## src/rtl/ptd_pkg.sv

```systemverilog
// ---------------------------------------------------------------------------
// ptd_pkg: shared types and constants of the priority task dispatcher
// Holds the command codes, task status codes, the control bundle that is
// broadcast to the task cells, and the reset priority table.
// ---------------------------------------------------------------------------
package ptd_pkg;

  // Default table size and number of priority levels.
  localparam int NUM_TASKS_DEF  = 5;
  localparam int NUM_LEVELS_DEF = 5;

  // Field widths.
  localparam int LEVEL_W  = 3;
  localparam int TIME_W   = 32;
  localparam int SCHEME_W = 12;
  localparam int TASK_W   = 3;

  // Number of tasks that take a priority from a packed scheme.
  localparam int SCHEME_TASKS = 4;

  // Input command codes.
  typedef enum logic [1:0] {
    CMD_DISPATCH = 2'd0,
    CMD_SLEEP    = 2'd1,
    CMD_HALT     = 2'd2,
    CMD_ROTATE   = 2'd3
  } cmd_t;

  // Task status codes.
  typedef enum logic [1:0] {
    TS_RUNNING  = 2'd0,
    TS_READY    = 2'd1,
    TS_SLEEPING = 2'd2,
    TS_HALTED   = 2'd3
  } task_status_t;

  // Configuration register indexes.
  localparam logic [1:0] CFG_SCHEME_FIRST  = 2'd0;
  localparam logic [1:0] CFG_SCHEME_SECOND = 2'd1;
  localparam logic [1:0] CFG_SCHEME_THIRD  = 2'd2;

  // Scheme numbers.
  localparam logic [1:0] SCHEME_ONE   = 2'd1;
  localparam logic [1:0] SCHEME_TWO   = 2'd2;
  localparam logic [1:0] SCHEME_THREE = 2'd3;

  // Reset values of the scheme registers.
  localparam logic [SCHEME_W-1:0] SCHEME_FIRST_RST  = 12'd2842;
  localparam logic [SCHEME_W-1:0] SCHEME_SECOND_RST = 12'd1701;
  localparam logic [SCHEME_W-1:0] SCHEME_THIRD_RST  = 12'd1170;

  // Control bundle broadcast to every task cell.
  typedef struct packed {
    logic                scan;
    logic                sleep;
    logic                halt;
    logic                rotate;
    logic [LEVEL_W-1:0]  level;
    logic [TIME_W-1:0]   now;
    logic [TIME_W-1:0]   period;
    logic [SCHEME_W-1:0] scheme;
  } ptd_ctrl_t;

  // Priority level of a task after reset.
  function automatic logic [LEVEL_W-1:0] level_init(input int idx);
    logic [LEVEL_W-1:0] lvl;
    case (idx)
      0:       lvl = 3'd2;
      1:       lvl = 3'd3;
      2:       lvl = 3'd4;
      3:       lvl = 3'd5;
      default: lvl = 3'd1;
    endcase
    return lvl;
  endfunction

endpackage

```

## src/rtl/ptd_cell.sv

```systemverilog
// ---------------------------------------------------------------------------
// ptd_cell: one task entry of the dispatcher
// Holds the status, level, sleep timing and restart flag of one task. During
// a scan cycle it takes the search token from its lower neighbor, wakes or
// claims itself, and passes the token on.
// ---------------------------------------------------------------------------
module ptd_cell #(
  parameter int IDX  = 0,
  parameter bit LAST = 1'b0
) (
  input  logic                clk,
  input  logic                rst,
  input  ptd_pkg::ptd_ctrl_t  ctrl,
  input  logic                sel,
  input  logic                search_in,
  output logic                search_out,
  output logic                found,
  output logic                restart_flag
);
  import ptd_pkg::*;

  localparam bit TAKES_SCHEME = (IDX < SCHEME_TASKS);
  localparam int FIELD_LSB    = TAKES_SCHEME ? (LEVEL_W * IDX) : 0;

  task_status_t        status;
  logic [LEVEL_W-1:0]  level;
  logic [TIME_W-1:0]   sleep_start;
  logic [TIME_W-1:0]   sleep_length;
  logic                restart_q;

  logic                visit;
  logic                is_ready;
  logic                due;
  logic [TIME_W-1:0]   elapsed;

  // This cell is visited when the scan is at its level and no lower task
  // has been claimed at this level yet.
  always_comb begin
    elapsed    = ctrl.now - sleep_start;
    due        = (elapsed >= sleep_length);
    is_ready   = (status == TS_READY);
    visit      = ctrl.scan && (level == ctrl.level) && search_in;
    found      = visit && is_ready;
    search_out = search_in && !((ctrl.scan && (level == ctrl.level)) && is_ready);
  end

  assign restart_flag = restart_q;

  // Task state update.
  always_ff @(posedge clk) begin
    if (rst) begin
      status       <= TS_READY;
      level        <= level_init(IDX);
      sleep_start  <= '0;
      sleep_length <= '0;
      restart_q    <= 1'b0;
    end else begin
      if (found) begin
        status <= TS_RUNNING;
      end else if (visit && (status == TS_SLEEPING) && due) begin
        status <= TS_READY;
      end else if (ctrl.sleep && sel) begin
        status       <= TS_SLEEPING;
        sleep_start  <= ctrl.now;
        sleep_length <= ctrl.period;
        restart_q    <= 1'b0;
      end else if (ctrl.halt && sel) begin
        status    <= TS_HALTED;
        restart_q <= 1'b0;
      end else if (ctrl.rotate && !LAST) begin
        status    <= TS_READY;
        restart_q <= 1'b1;
        if (TAKES_SCHEME) begin
          level <= ctrl.scheme[FIELD_LSB +: LEVEL_W];
        end
      end
    end
  end

endmodule

```

## src/rtl/priority_task_dispatcher_core.sv

```systemverilog
// ---------------------------------------------------------------------------
// priority_task_dispatcher_core: non-preemptive priority task dispatcher
// Keeps a small task table and answers dispatch, sleep, halt and rotate
// commands with one result transaction each.
// ---------------------------------------------------------------------------
// The task table is a row of cells, one per task. A dispatch command scans
// one priority level per clock, from level 1 upward; within a level a search
// token ripples through the cells in index order, so the lowest ready task
// at the lowest level is dispatched, and sleeping tasks that were visited
// before it wake if their period has elapsed. The scan stops at the level
// at which a ready task is found, or at level NUM_LEVELS when none is;
// sleep, halt and rotate go straight from acceptance to the result stage.
// One command is worked on at a time; the result sits in an output register,
// so the next command is accepted while it waits.
module priority_task_dispatcher_core #(
  parameter int NUM_TASKS  = ptd_pkg::NUM_TASKS_DEF,
  parameter int NUM_LEVELS = ptd_pkg::NUM_LEVELS_DEF
) (
  input  logic                          clk,
  input  logic                          rst,
  // Command stream.
  input  logic                          s_tvalid,
  output logic                          s_tready,
  input  logic [71:0]                   s_tdata,   // cmd[1:0], now[33:2], period[65:34]
  // Result stream.
  output logic                          m_tvalid,
  input  logic                          m_tready,
  output logic [7:0]                    m_tdata,   // dispatched[0], task_res[3:1],
                                                   // restart[4], scheme_applied[6:5]
  // Configuration write port.
  input  logic                          cfg_we,
  input  logic [1:0]                    cfg_index,
  input  logic [ptd_pkg::SCHEME_W-1:0]  cfg_data
);
  import ptd_pkg::*;

  localparam int IDX_W = $clog2(NUM_TASKS);

  typedef enum logic [2:0] {
    ST_IDLE = 3'b001,
    ST_SCAN = 3'b010,
    ST_EMIT = 3'b100
  } state_t;

  state_t              state;
  state_t              state_next;

  logic [SCHEME_W-1:0] scheme_first;
  logic [SCHEME_W-1:0] scheme_second;
  logic [SCHEME_W-1:0] scheme_third;
  logic [1:0]          scheme_number;
  logic [IDX_W-1:0]    current_index;
  logic [LEVEL_W-1:0]  scan_level;
  logic [TIME_W-1:0]   now_q;

  logic                res_disp;
  logic [TASK_W-1:0]   res_task;
  logic                res_restart;
  logic [1:0]          res_applied;

  logic                accept;
  cmd_t                in_cmd;
  logic [TIME_W-1:0]   in_now;
  logic [TIME_W-1:0]   in_period;
  logic [SCHEME_W-1:0] scheme_sel;
  logic                scan_done;
  logic                any_found;
  logic [TASK_W-1:0]   found_task;
  logic                found_restart;

  ptd_ctrl_t           ctrl;
  logic [NUM_TASKS-1:0] sel_vec;
  logic [NUM_TASKS:0]   token;
  logic [NUM_TASKS-1:0] found_vec;
  logic [NUM_TASKS-1:0] restart_vec;

  // Input field unpacking and handshake.
  assign in_cmd    = cmd_t'(s_tdata[1:0]);
  assign in_now    = s_tdata[33:2];
  assign in_period = s_tdata[65:34];
  assign s_tready  = (state == ST_IDLE);
  assign accept    = s_tvalid && s_tready;

  // Scheme selected by the current scheme number.
  always_comb begin
    case (scheme_number)
      SCHEME_ONE: scheme_sel = scheme_first;
      SCHEME_TWO: scheme_sel = scheme_second;
      default:    scheme_sel = scheme_third;
    endcase
  end

  // Control bundle for the task cells.
  always_comb begin
    ctrl.scan   = (state == ST_SCAN);
    ctrl.sleep  = accept && (in_cmd == CMD_SLEEP);
    ctrl.halt   = accept && (in_cmd == CMD_HALT);
    ctrl.rotate = accept && (in_cmd == CMD_ROTATE);
    ctrl.level  = scan_level;
    ctrl.now    = (state == ST_SCAN) ? now_q : in_now;
    ctrl.period = in_period;
    ctrl.scheme = scheme_sel;
  end

  // Row of task cells linked by the search token.
  assign token[0] = 1'b1;

  for (genvar g = 0; g < NUM_TASKS; g++) begin : g_cell
    assign sel_vec[g] = (current_index == IDX_W'(g));

    ptd_cell #(
      .IDX  (g),
      .LAST (g == NUM_TASKS - 1)
    ) u_cell (
      .clk          (clk),
      .rst          (rst),
      .ctrl         (ctrl),
      .sel          (sel_vec[g]),
      .search_in    (token[g]),
      .search_out   (token[g+1]),
      .found        (found_vec[g]),
      .restart_flag (restart_vec[g])
    );
  end

  // Encode the claimed task; at most one cell claims per scan cycle.
  always_comb begin
    found_task    = '0;
    found_restart = 1'b0;
    for (int i = 0; i < NUM_TASKS; i++) begin
      if (found_vec[i]) begin
        found_task    = found_task | TASK_W'(i);
        found_restart = found_restart | restart_vec[i];
      end
    end
    any_found = |found_vec;
    scan_done = any_found || (scan_level == LEVEL_W'(NUM_LEVELS));
  end

  // Sequencer.
  always_comb begin
    state_next = state;
    case (state)
      ST_IDLE: begin
        if (accept) begin
          state_next = (in_cmd == CMD_DISPATCH) ? ST_SCAN : ST_EMIT;
        end
      end
      ST_SCAN: begin
        if (scan_done) begin
          state_next = ST_EMIT;
        end
      end
      ST_EMIT: begin
        if (!m_tvalid || m_tready) begin
          state_next = ST_IDLE;
        end
      end
      default: state_next = ST_IDLE;
    endcase
  end

  always_ff @(posedge clk) begin
    if (rst) begin
      state         <= ST_IDLE;
      scheme_number <= SCHEME_ONE;
      current_index <= '0;
      scan_level    <= LEVEL_W'(1);
      m_tvalid      <= 1'b0;
    end else begin
      state <= state_next;

      if (accept) begin
        scan_level <= LEVEL_W'(1);
        if (in_cmd == CMD_ROTATE) begin
          scheme_number <= (scheme_number == SCHEME_THREE) ? SCHEME_ONE
                                                           : scheme_number + 2'd1;
        end
      end else if (state == ST_SCAN) begin
        if (scan_done) begin
          current_index <= any_found ? found_task[IDX_W-1:0] : IDX_W'(NUM_TASKS - 1);
        end else begin
          scan_level <= scan_level + LEVEL_W'(1);
        end
      end

      // Output register.
      if ((state == ST_EMIT) && (!m_tvalid || m_tready)) begin
        m_tvalid <= 1'b1;
      end else if (m_tready) begin
        m_tvalid <= 1'b0;
      end
    end
  end

  // Result capture and output payload.
  always_ff @(posedge clk) begin
    if (accept) begin
      now_q       <= in_now;
      res_disp    <= 1'b0;
      res_task    <= '0;
      res_restart <= 1'b0;
      res_applied <= (in_cmd == CMD_ROTATE) ? scheme_number : 2'd0;
    end else if ((state == ST_SCAN) && any_found) begin
      res_disp    <= 1'b1;
      res_task    <= found_task;
      res_restart <= found_restart;
    end
    if ((state == ST_EMIT) && (!m_tvalid || m_tready)) begin
      m_tdata <= {1'b0, res_applied, res_restart, res_task, res_disp};
    end
  end

  // Configuration registers.
  always_ff @(posedge clk) begin
    if (rst) begin
      scheme_first  <= SCHEME_FIRST_RST;
      scheme_second <= SCHEME_SECOND_RST;
      scheme_third  <= SCHEME_THIRD_RST;
    end else if (cfg_we) begin
      case (cfg_index)
        CFG_SCHEME_FIRST:  scheme_first  <= cfg_data;
        CFG_SCHEME_SECOND: scheme_second <= cfg_data;
        CFG_SCHEME_THIRD:  scheme_third  <= cfg_data;
        default: ;
      endcase
    end
  end

  // At most one task is claimed in any scan cycle.
  a_single_claim: assert property (@(posedge clk) disable iff (rst)
    $onehot0(found_vec))
    else $error("more than one task claimed in a scan cycle");

  // The scan level stays within the levels that exist.
  a_level_range: assert property (@(posedge clk) disable iff (rst)
    (state == ST_SCAN) |-> (scan_level >= LEVEL_W'(1)) &&
                           (scan_level <= LEVEL_W'(NUM_LEVELS)))
    else $error("scan level out of range");

  // The scheme number never leaves one to three.
  a_scheme_number: assert property (@(posedge clk) disable iff (rst)
    scheme_number != 2'd0)
    else $error("scheme number is zero");

  // A command other than dispatch goes straight to the result stage.
  a_short_cmd: assert property (@(posedge clk) disable iff (rst)
    (accept && (in_cmd != CMD_DISPATCH)) |=> (state == ST_EMIT))
    else $error("non-dispatch command did not go to the result stage");

  // A scan that claims a task ends in that cycle.
  a_claim_ends_scan: assert property (@(posedge clk) disable iff (rst)
    ((state == ST_SCAN) && any_found) |=> (state == ST_EMIT))
    else $error("scan continued after a claim");

endmodule

```

## config.mk

```make
export PLATFORM = sky130hd
export DESIGN_NAME = priority_task_dispatcher_core
export DESIGN_NICKNAME = d
export VERILOG_FILES = /design/src/rtl/ptd_pkg.sv /design/src/rtl/ptd_cell.sv /design/src/rtl/priority_task_dispatcher_core.sv
export SDC_FILE = /design/constraint.sdc
export NUM_CORES = 1
export LEC_CHECK = 0
export BUFFER_PORTS_ARGS = -buffer_cell sky130_fd_sc_hd__buf_2
export CAP_MARGIN = 20
export CELL_PAD_IN_SITES_DETAIL_PLACEMENT = 0
export CELL_PAD_IN_SITES_GLOBAL_PLACEMENT = 1
export CORE_MARGIN = 2
export CORE_UTILIZATION = 25
export CTS_CLUSTER_SIZE = 20
export DETAILED_ROUTE_END_ITERATION = 10
export GPL_TIMING_DRIVEN = 0
export HOLD_SLACK_MARGIN = 0.06
export PLACE_DENSITY = 0.59
export RECOVER_POWER = 100
export SLEW_MARGIN = 30
export SYNTH_ARGS = -nofsm -noshare
export SYNTH_HDL_FRONTEND = slang
export SYNTH_SLANG_ARGS = --single-unit
```

## constraint.sdc

```tcl
create_clock -name clk -period 6.6 [get_ports clk]
set_input_delay 0.33 -clock clk [delete_from_list [all_inputs] [get_ports clk]]
set_output_delay 0.33 -clock clk [all_outputs]
set_load 0.005 [all_outputs]
```

==> out/metrics.json <==
{
  "die": {
    "die_width_um": 338.3,
    "die_area_um2": 114400,
    "die-height_um": 338.3,
    "io-pin-count": 101,
    "row_count": 122,
    "core_footprint_um2": 110700,
    "initial_core_utilization": 0.2524
  },
  "hold_path": {
    "timing.hold.worst.start": "m_tready",
    "hold_depth": 3,
    "min_path_type": "input port to register"
  },
  "clock_tree": {
    "cts-root-buf": "sky130_fd_sc_hd__clkbuf_16",
    "cts_buffers": 57,
    "clk_transition_reported_paths_ps": 60,
    "h-tree-depth": 2,
    "cts.sinks": 440,
    "worstSkewPairLatency_ps": 640,
    "cts_max_path_buffers": 3,
    "tritoncts_clock_tree": "yes"
  },
  "job": {
    "max_cap_violations": 0
  },
  "pwr": {
    "combPwrFrac": 0.205,
    "switching_power_mw": 2.330,
    "sequentialPowerShare": 0.364,
    "leakage_nw": 12.31,
    "clkPwrFrac": 0.431,
    "net_sw_frac": 0.3031,
    "total_internal_power_mw": 5.359,
    "ir_worst_vdd_uv": 191.4,
    "pwr_density_cell_nw_per_um2": 227.0
  },
  "timing": {
    "finalClockSkew_ps": 21.73,
    "timing_worst_slew_pin_value_ps": 1006,
    "clock.fmax_ghz": 0.1565,
    "grt_setup_unrepaired": "true",
    "period_share": 0.9684,
    "hold_viol": 0,
    "drv_slew": 0,
    "timing.final.crit_period_ps": 6392,
    "max_slew_margin": 0.3292,
    "finalSetupViolCount": 0
  },
  "route": {
    "detail_route.first_pass.iterations": 5,
    "post-route-drc-count": 0,
    "violation_count_after_the_first_detailed_route_iteration": 1559,
    "route.antenna.remaining_nets": 0,
    "route.vias.total": 25130,
    "finalWirelength_um": 107500,
    "viasPerCell": 4.731,
    "wire_per_inst_um": 20.24
  },
  "placement": {
    "detailed_place_hpwl_um": 82090,
    "place.gp.congestion": 0.8540,
    "dp_cells": 5092,
    "placement.io_buffers": 92,
    "dpl-instance-area_um2": 30370
  },
  "critical_path": {
    "cp.buffers_inverters": 4,
    "cp.arrival_ps": 6880,
    "worstSetupPathDepth": 26,
    "reg2reg_depth": 26,
    "timing.critical_path.slowest_cell_delay_ps": 490,
    "timing.critical_path.to_type": "register",
    "regToRegStartpoint": "state[1]",
    "timing.rr.end": "g_cell[0].u_cell.status[1]",
    "critical_path_class": "register to register",
    "setup_slack_of_the_worst_register_to_register_path_ps": 210,
    "cp-start-kind": "register",
    "crit_start": "state[1]",
    "critical_path.top_delay_family": "compound AO/OA/AOI/OAI gates",
    "crit_required_ps": 7090,
    "crit_path_end": "g_cell[0].u_cell.status[1]",
    "path_max_fanout": 10,
    "timing.critical_path.slowest_stage_cell": "sky130_fd_sc_hd__o41a_1"
  },
  "final_layout": {
    "most-common-layout-cells": "464 x sky130_fd_sc_hd__nand2_1, 398 x sky130_fd_sc_hd__dfxtp_1, 375 x sky130_fd_sc_hd__inv_1",
    "final_layout_size_suffix_gt1_frac": 0.08530,
    "final_util": 0.3061,
    "fin_area_um2": 33870,
    "area.growth.synth_to_final_pct": 21.28,
    "final_cell_count_no_fill": 5311,
    "layout.cells.most_common": "sky130_fd_sc_hd__nand2_1",
    "nets": 4188
  },
  "logic_synthesis": {
    "dominantRegCellSynth": "sky130_fd_sc_hd__dfxtp_1",
    "synth-edff-count": 41,
    "syn-instance-count": 3510,
    "postSynthNetCount": 3925,
    "netlist.top_cell.by_area": "sky130_fd_sc_hd__dfxtp_1",
    "synth_sequential_area_ratio": 0.3301,
    "ys_warn_count": 0,
    "synth_area_um2": 27930,
    "yosys_reg_bits": 440,
    "synthArstFlopShare": 0,
    "yosysTopAreaCellShare": 0.2860,
    "synth_area_per_cell_um2": 7.957,
    "number_of_distinct_library_cell_variants_in_the_gate_level_netlist_after_synthesis": 86,
    "synthTopCellsByArea": "sky130_fd_sc_hd__dfxtp_1 29%, sky130_fd_sc_hd__ha_1 14%, sky130_fd_sc_hd__a21oi_1 6.6%, sky130_fd_sc_hd__nand2_1 6.2%, sky130_fd_sc_hd__inv_1 5.1%"
  },
  "grt": {
    "wire_length_of_the_first_global_routing_pass_um": 159700,
    "grt_pass1_vias": 24240,
    "grt_antenna_before_repair": 2,
    "global_router_s_overall_resource_usage": 0.1840,
    "globalRouteOverflowTotal": 0,
    "largest_net_degree_at_the_start_of_global_routing": 19
  },
  "run_status": {
    "outcome": "complete, no violations"
  }
}
==> synth_stat cells, drive strengths merged (6+ instances only) <==
cell and n:
nand2b 48, o21bai 16, nor3 32, a21o 140
and2 10, o31ai 7, nor3b 6, xnor2 96
nor2 312, a2111oi 8, nor4 6, and3 20
a22oi 13, o21a 27, o21ai 100, a21boi 6
nand3 40, nand2 464, a21oi 370, nor2b 34
o211ai 10, dfxtp 399, o2111ai 6, nand4 38
inv 383, clkbuf 100, edfxtp 41, mux2i 46
a211o 6, or2 9, buf 53, a211oi 187
xor2 54, ha 319, a31oi 12, or3 11
==> per-stage QoR <==
| step | setup TNS [ps] | setup WS (ps) | total power [mW] | hold WS [ps] |
|---|---|---|---|---|
| floorplan | 0 | 811.5 | 3.814 | 400.3 |
| global placement | -22300 | -2651 | 4.309 | 405.0 |
| detailed placement | -14730 | -1785 | 4.319 | 411.0 |
| CTS | 0 | 10.67 | 7.749 | 60.72 |
| global route | -44.73 | -44.73 | 8.047 | 79.99 |
| finish | 0 | 208.4 | 7.689 | 100.4 |
==> how the worst min path moves through the flow <==
stage | endpoint | slack [ps]
after floorplan | m_tdata[5] | 400
after global placement | m_tdata[6] | 410
after detailed placement | m_tdata[5] | 410
after CTS | g_cell[4].u_cell.sleep_length[17] | 60
after global routing | g_cell[4].u_cell.sleep_length[17] | 80
final | m_tvalid | 100
==> worst reg2reg max path, stage by stage, from the launching register on <==
cell and delay [ps]:
sky130_fd_sc_hd__dfxtp_1 380, sky130_fd_sc_hd__or3b_4 430, sky130_fd_sc_hd__buf_8 190, sky130_fd_sc_hd__buf_12 190, sky130_fd_sc_hd__mux2i_4 300, sky130_fd_sc_hd__clkinvlp_4 220
sky130_fd_sc_hd__ha_1 300, sky130_fd_sc_hd__buf_2 160, sky130_fd_sc_hd__a21o_1 160, sky130_fd_sc_hd__a21oi_1 200, sky130_fd_sc_hd__o21ai_2 140, sky130_fd_sc_hd__a211o_1 310
sky130_fd_sc_hd__o2111ai_2 250, sky130_fd_sc_hd__a21oi_2 120, sky130_fd_sc_hd__o41a_1 490, sky130_fd_sc_hd__a311o_1 360, sky130_fd_sc_hd__mux2i_1 160, sky130_fd_sc_hd__nand3_1 90
sky130_fd_sc_hd__ha_1 290, sky130_fd_sc_hd__nand4_1 110, sky130_fd_sc_hd__nor2_1 180, sky130_fd_sc_hd__a21oi_1 100, sky130_fd_sc_hd__o211ai_1 130, sky130_fd_sc_hd__a31o_2 190
sky130_fd_sc_hd__nand4b_1 300, sky130_fd_sc_hd__a31oi_4 380, sky130_fd_sc_hd__nor4_1 90
==> flip-flops by register name (all words and copies together) (netlist names) <==
register	cells
current_index	3
g_cell.u_cell.level	12
g_cell.u_cell.restart_flag	4
g_cell.u_cell.sleep_length	160
g_cell.u_cell.sleep_start	160
g_cell.u_cell.status	10
m_tdata	7
m_tvalid	1
now_q	32
res_applied	2
res_disp	1
res_restart	1
res_task	3
scan_level	3
scheme_first	12
scheme_number	2
scheme_second	12
scheme_third	12
state	3
==> cell families after synthesis <==
kind of cell / count (synthesis) / synth area share
AND/OR/NAND/NOR: 1058 / 0.1672
AO/OA/AOI/OAI: 954 / 0.2180
buffers and inverters: 536 / 0.07418
flip-flops: 440 / 0.3301
adder cells (fa/ha/maj): 324 / 0.1465
XOR/XNOR: 150 / 0.04704
multiplexers: 47 / 0.01689
other: 1 / 0.0001343
==> cell type report <==
type                            count  area (um2)
Tap cell                         1488        1862
Clock inverter                     17       201.4
Buffer                            153       681.9
Clock buffer                       91        1787
Fill cell                       12050       76790
Antenna cell                        1       2.502
Multi-Input combinational cell   2534       17180
Inverter                          383        1453
Timing Repair Buffer              204        1485
Sequential cell                   440        9220
==> layer usage <==
metal,track usage,share of wire,vias to the layer above
li1,-,-,12650
met1,0.2582,0.48,11860
met5,0,0,-
met2,0.2969,0.45,496
met4,0.05093,0.029,0
met3,0.02066,0.039,120
==> power by group through the flow <==
stage | registers, mW | clock network [mW] | logic, mW
final | 2.80 | 3.31 | 1.58
after global routing | 2.80 | 3.49 | 1.76
after CTS | 2.80 | 3.39 | 1.56
after detailed placement | 2.85 | 0 | 1.47
after global placement | 2.85 | 0 | 1.46
after floorplan | 2.84 | 0 | 0.973
==> repair_timing <==
action,in CTS,in global routing
hold buffers,77,0
gates resized for setup,67,34
pin swaps,2,7
setup endpoints to repair,10,10
setup buffers,19,14
hold endpoints to repair,213,0
Note: power is estimated with default switching activity, not from simulation.
